## config.mk

```make
export PLATFORM = sky130hd
export DESIGN_NAME = shc_ram
export DESIGN_NICKNAME = d
export VERILOG_FILES = /design/src/sv/shc_ram.sv
export SDC_FILE = /design/constraint.sdc
export NUM_CORES = 1
export LEC_CHECK = 0
export ABC_CLOCK_PERIOD_IN_PS = 2900
export BUFFER_PORTS_ARGS = -buffer_cell sky130_fd_sc_hd__buf_4
export CORE_MARGIN = 2
export CORE_UTILIZATION = 30
export DETAILED_ROUTE_END_ITERATION = 8
export SKIP_LAST_GASP = 1
export SLEW_MARGIN = 20
export SYNTH_ARGS = -nofsm -noshare
export SYNTH_HDL_FRONTEND = slang
export SYNTH_SLANG_ARGS = --single-unit
export TNS_END_PERCENT = 50
```

## constraint.sdc

```tcl
create_clock -name i_clk -period 2.9 [get_ports i_clk]
set_input_delay 0 -clock i_clk [delete_from_list [all_inputs] [get_ports i_clk]]
set_output_delay 0 -clock i_clk [all_outputs]
set_load 0.005 [all_outputs]
```

## src/sv/shc_ram.sv

```systemverilog
// ============================================================================
// shc_ram
// Simple dual-port RAM, one write and one registered read port, read-first.
// ============================================================================
`default_nettype none

module shc_ram #(
    parameter int WIDTH = 8,
    parameter int DEPTH = 16
) (
    input  wire logic                     i_clk,
    input  wire logic                     i_we,
    input  wire logic [$clog2(DEPTH)-1:0] i_waddr,
    input  wire logic [WIDTH-1:0]         i_wdata,
    input  wire logic                     i_re,
    input  wire logic [$clog2(DEPTH)-1:0] i_raddr,
    output logic      [WIDTH-1:0]         o_rdata
);

    logic [WIDTH-1:0] r_mem [DEPTH];
    logic [WIDTH-1:0] r_rdata;

    // read returns the old contents on a same-address write
    always_ff @(posedge i_clk) begin
        if (i_re) begin
            r_rdata <= r_mem[i_raddr];
        end
        if (i_we) begin
            r_mem[i_waddr] <= i_wdata;
        end
    end

    assign o_rdata = r_rdata;

endmodule

`default_nettype wire

```

# == After elaboration in Yosys (flattened, before gate mapping) ==
# Memories as Yosys holds them, arrays and structs flattened. A register that Yosys moved wholly into a read port is not among the register bits.
# Cells that the tools add are included.
# word_totals
n_memories,1
wordCells,3
ram_bits,128
output_inout_bits,8
in_bits,19
ff_bits,0
# memory_table
memory,words,width,rd,rd_clocked_by_memory_dff,write_ports,line_no,text
r_mem,16,8,1,1,1,20,logic [WIDTH-1:0] r_mem [DEPTH];
# op_classes
mux,2
# op_table
operator,n
$mux W1,2

# == Longest topological paths before layout ==
# Gate-level depths: netlist (run 1).
# depth
ltp_word,2
ltp_mapped,5
ltp_nobuf,3

# == Worst setup path before layout (run 1) ==
# OpenSTA, ideal clock, no wires.
# synth_path
kind,in2reg
startpoint,input port i_waddr[2]
endpoint,memory r_mem[0][0] (enable)
arrival_ps,1110
stages,2
path_slack_ps,1407
required_time_ps,2517
setup_ps,383
n_path_buf,0
cell_sequence,or3b_2 > nor3_1
# synth_lines
element,line_no,text
start: declaration,13,"input wire logic [$clog2(DEPTH)-1:0] i_waddr,"
end: declaration,20,
# No word-level cell before the write port.

==> flow_metrics.tcl, run 1 <==
set metrics [dict create \
    final.setup.tns_ns 0 \
    final_common_cell "edfxtp_1" \
    cp_data_arrival_time_ns 1.67 \
    synth_cell_types 18 \
    wire_per_inst_um 20.2 \
    synth.largest_area_cell "edfxtp_1" \
    r2r_end "o_rdata[1]" \
    place_area_um2 5650 \
    synthTopCellsByArea "edfxtp_1 78%, mux4_2 7.8%, mux4_1 7.0%, a22oi_1 2.3%, nor2_1 0.93%" \
    hold_viol_final 0 \
    grt_pass1_wl_um 15500 \
    drt_iter0_drc 325 \
    required_ns 3.05 \
    rows 48 \
    synth_edf_count 136 \
    max_freq_ghz 0.660 \
    dr.pass1.iters 4 \
    power.total_mw 4.42 \
    syn_to_final_growth_pct 20.2 \
    syn_area_um2 5230 \
    grt_usage 0.120 \
    clkLatencyLatePin_ns 0.42 \
    vias_per_cell 4.78 \
    finalClockSkew_ns 0.0103 \
    slew_headroom 0.303 \
    finalInstanceArea_um2 6280 \
    path_class "reg2reg" \
    cp_max_fo 1 \
    place.gp.congestion 0.689 \
    die_h_um 136 \
    remaining_drc_errors 0 \
    cts_setup_buffers 0 \
    clock-sinks 136 \
    cts_hold_buffers 9 \
    grt_start_max_net_pins 33 \
    grt_pass1_vias 2549 \
    fin_nets 296 \
    synth.top_cell.area_share 0.781 \
    synth-main-ff-cell "edfxtp_1" \
    crit_path_end_kind "register" \
    start_kind "register" \
    ant_nets 0 \
    num_vias 2461 \
    ir_worst_vdd_mv 0.517 \
    ys_seq_area_frac 0.781 \
    core_um2 17200 \
    min_period_ns 1.51 \
    status "completed" \
    r2r_start "r_mem[1][1]" \
    hold_start "i_waddr[0]" \
    synth.avg_cell_area_um2 22.8 \
    die_width_um 136 \
    holdPathEnd "r_mem[0][2]" \
    cts_resized 0 \
    antenna_found_initial 0 \
    cts_max_level 4 \
    antenna_cells 0 \
    die-area_um2 18500 \
    power.leakage_nw 2.06 \
    io_pins 27 \
    overflow 0 \
    cts_tree "yes" \
    drive_above_1_share 0.255 \
    min_path_type "in2reg" \
    async_flop_share 0 \
    hold_depth 3 \
    port_buffers 26 \
    fin_crit_sh 0.522 \
    setup_viol 0 \
    start_util 0.304 \
    p_per_area_nw_per_um2 704 \
    dp_hpwl_um 6390 \
    drv_slew 0 \
    synth_seq_cells 136 \
    grt_setup_unrepaired "no" \
    max_cap_viol_count 0 \
    reg2regPathDepth 3 \
    ys.warnings.count 0 \
    cts_buffers 17 \
    tightest_slew_ns 1.04 \
    wl_um 10400 \
    timing.reg2reg.setup_slack_ns 1.39 \
    synthCells 229 \
    clk_path_buf_depth 2 \
    cts-root-buf "clkbuf_16" \
    syn-num-nets 248 \
    clk_pin_slew_ns 0.06 \
    mostFrequentLayoutCells "136 x edfxtp_1, 30 x buf_4, 18 x mux4_2, 17 x clkbuf_16, 16 x a22oi_1" \
]
flip-flops by register name, indices dropped and copies added (netlist names):
signal	count
o_rdata	8
r_mem	128
Yosys cell counts, types with 2 or more instances:
library cell / instances
nor2_1: 13
buf_6: 3
mux4_1: 14
nor3_1: 4
nand2_1: 9
a22oi_1: 16
edfxtp_1: 136
clkdlybuf4s25_2: 3
buf_2: 3
mux4_2: 18
nand3b_1: 2
nand2b_1: 2
worst max-delay path by stage:
| stage | depth (start not counted) | startpoint | to |
|---|---|---|---|
| after floorplan | 2 | i_waddr[2] | r_mem[0][0] |
| after global placement | 4 | i_raddr[0] | o_rdata[1] |
| after detailed placement | 4 | i_raddr[0] | o_rdata[1] |
| after CTS | 3 | r_mem[1][1] | o_rdata[1] |
| after global routing | 3 | r_mem[1][1] | o_rdata[1] |
| final | 3 | r_mem[1][1] | o_rdata[1] |
report_power, final:
group	total, mW	switching [mW]	internal (mW)
clock	1.98	0.743	1.24
combinational	0.208	0.111	0.0965
sequential	2.23	0.0143	2.22
total	4.42	0.869	3.55
routing by layer:
layer,GRT usage,up-vias,routed length (um)
met5,0,-,0
met4,0.0365,0,123
met3,0.0362,14,569
met2,0.179,75,4920
met1,0.170,1299,4790
li1,-,1073,-
per-stage QoR:
stage	util	hold slack [ns]	cells	worst slack [ns]
after detailed placement	0.329	0.318	474	1.03
after global routing	0.366	0.120	515	1.29
after floorplan	-	0.0989	229	1.41
after global placement	0.329	0.305	474	1.07
after CTS	0.366	0.0969	515	1.34
final	0.366	0.114	515	1.39
cells by family after synthesis:
logic type / Yosys count / share of synthesized area
DFF: 136 / 0.781
muxes: 32 / 0.148
buffers and inverters: 10 / 0.0165
AOI/OAI and AO/OA: 16 / 0.0230
and+or+nand+nor: 35 / 0.0314
layout make-up:
class	instances	area (um^2)
clock buffer	19	433
clock inverter	13	111
fill	1608	10900
multi-input combinational	83	1060
sequential	136	4080
tap	225	282
timing repair buffer	39	315
critical path, cell delays in order, from the launching register on:
cell,delay [ns]
edfxtp_1,0.36
mux4_1,0.52
a22oi_1,0.28
nand2_1,0.10
Power figures use the tool's default switching activity.
==> run 2: changes to the inputs <==
--- a/config.mk
+++ b/config.mk
@@ -5,7 +5,7 @@
 export SDC_FILE = /design/constraint.sdc
 export NUM_CORES = 1
 export LEC_CHECK = 0
-export ABC_CLOCK_PERIOD_IN_PS = 2900
+export ABC_CLOCK_PERIOD_IN_PS = 1370
 export BUFFER_PORTS_ARGS = -buffer_cell sky130_fd_sc_hd__buf_4
 export CORE_MARGIN = 2
 export CORE_UTILIZATION = 30
==> constraint.sdc (replaced) <==
create_clock -name i_clk -period 1.37 [get_ports i_clk]
set_input_delay 0 -clock i_clk [delete_from_list [all_inputs] [get_ports i_clk]]
set_output_delay 0 -clock i_clk [all_outputs]
set_load 0.005 [all_outputs]
==> run 2 against run 1 <==
Compared with the run above: the run now ends with setup timing left; worst setup slack worse by 1.4 ns; non-clock buffer count rose by 21; die area is the same; via count grew 2.4%; sequential share of layout area is 3.0 points lower; final area rose by 4.8%; power is 120% higher; sequential cell count did not move; largest cell class unchanged; critical path depth is the same; register-to-register slack lost 1.4 ns.
==> flow_metrics.tcl, run 2 (synthesis results as in run 1) <==
set metrics [dict create \
    grt_pass1_vias 2569 \
    p_sw_frac 0.187 \
    largest-register "r_mem" \
    remaining_drc_errors 0 \
    port_buffers 26 \
    ant_nets 0 \
    p_per_area_nw_per_um2 1480 \
    power.internal_mw 7.94 \
    dr.pass1.iters 4 \
    dp_hpwl_um 6970 \
    required_ns 1.52 \
    cts_tree "yes" \
    ir_worst_vdd_mv 0.854 \
    power.total_mw 9.77 \
    min_period_ns 1.42 \
    power.leakage_nw 2.19 \
    slew_headroom 0.469 \
    drv_slew 0 \
    place.gp.congestion 0.722 \
    min_path_type "in2reg" \
    violations "setup timing" \
    path_class "reg2reg" \
    drt_iter0_drc 257 \
    cp_max_fo 1 \
    top_layer_used "met4" \
    tightest_slew_ns 0.793 \
    place_area_um2 5890 \
    cp_data_arrival_time_ns 1.57 \
    grt_setup_unrepaired "yes" \
    post-route-util 0.383 \
    antenna_cells 0 \
    clkLatencyLatePin_ns 0.41 \
    hold_viol_final 0 \
    vias_per_cell 4.70 \
    die-area_um2 18500 \
    wl_um 10300 \
    wire_per_inst_um 19.1 \
    rows 48 \
    grt_pass1_wl_um 15600 \
    final_common_cell "edfxtp_1" \
    max_cap_viol_count 0 \
    fin_nets 317 \
    start_kind "register" \
    finalClockSkew_ns 0.00748 \
    final.setup.tns_ns -0.222 \
    setup_ws_ns -0.0507 \
    largest_reg_flops 128 \
    setup_viol 8 \
    max_freq_ghz 0.704 \
    syn_to_final_growth_pct 25.9 \
    cts_setup_buffers 0 \
    die_width_um 136 \
    combPwrFrac 0.054 \
    wl_met2_um 4770 \
    clock-sinks 136 \
    cts-root-buf "clkbuf_16" \
    p_switching_mw 1.82 \
    clockPowerShare 0.463 \
    fin_crit_sh 1.04 \
    num_vias 2519 \
    cts_max_level 4 \
    io_pins 27 \
    pwr-share-seq 0.483 \
    drive_above_1_share 0.357 \
    core_um2 17200 \
    antenna_found_initial 0 \
    grt_start_max_net_pins 17 \
    wl_met3_um 676 \
    clk_pin_slew_ns 0.05 \
    start_util 0.304 \
    cts_buffers 17 \
    crit_path_end_kind "register" \
    mostFrequentLayoutCells "136 x edfxtp_1, 45 x buf_4, 25 x mux4_2, 17 x clkbuf_16, 13 x nor2_1" \
    grt_usage 0.121 \
    finalInstanceArea_um2 6580 \
    overflow 0 \
    status "finished with violations" \
    wirelength_met1_um 4710 \
    fillers 1593 \
    clk_path_buf_depth 2 \
    die_h_um 136 \
]
run 2: changes by cell type in the layout (fill, tap and decap cells not counted), sizes merged:
| cell | before | now |
|---|---|---|
| buf | 30 | 51 |
| clkinv | 10 | 9 |
| bufinv | 2 | 4 |
| clkinvlp | 1 | 0 |
run 2: through the flow:
step	setup WS, ns	std cells	hold slack, ns
floorplan	0.0586	229	0.0989
global placement	-0.186	495	0.303
detailed placement	-0.200	495	0.320
CTS	-0.0583	536	0.0771
global route	-0.108	536	0.0878
finish	-0.0507	536	0.0969
run 2: path summary, 6_finish.rpt:
kind,startpoint,endpoint,slack (ns),cells past startpoint
worst max register to register,r_mem[3][3],o_rdata[3],-0.05,3
worst min-delay path,i_waddr[0],r_mem[4][3],0.1,3
worst min register to register,r_mem[15][2],o_rdata[2],0.77,3
worst max-delay path,r_mem[3][3],o_rdata[3],-0.05,3
run 2: power by group through the flow:
stage / Combinational [mW] / Sequential, mW / Clock [mW]
final: 0.528 / 4.72 / 4.52
after detailed placement: 0.495 / 4.80 / 0
after global placement: 0.484 / 4.80 / 0
after global routing: 0.572 / 4.72 / 4.79
after CTS: 0.537 / 4.72 / 4.62
after floorplan: 0.237 / 4.79 / 0
run 2: per-layer routing:
layer	up-vias	GRT usage
li1	1113	-
met1	1312	0.162
met2	84	0.179
met3	10	0.0447
met4	0	0.0503
met5	-	0
run 2: cell type report:
type / instances / area, um^2 / area share
Clock buffer: 19 / 433 / 0.0658
Timing Repair Buffer: 60 / 548 / 0.0833
Tap cell: 225 / 282 / 0.0428
Clock inverter: 13 / 159 / 0.0241
Multi-Input combinational cell: 83 / 1080 / 0.163
Sequential cell: 136 / 4080 / 0.621
run 2: what timing repair did:
item | 4_1_cts | 5_1_grt
pin swaps | 7 | 2
endpoints found under the hold margin | 136 | 0
endpoints found under the setup margin | 8 | 8
resized for setup | 13 | 2
hold buffers | 9 | 0
run 2: worst max-delay path: stages (launching register included):
cell and delay, ns:
edfxtp_1 0.37, mux4_2 0.49, a22oi_2 0.19, nand2_1 0.11
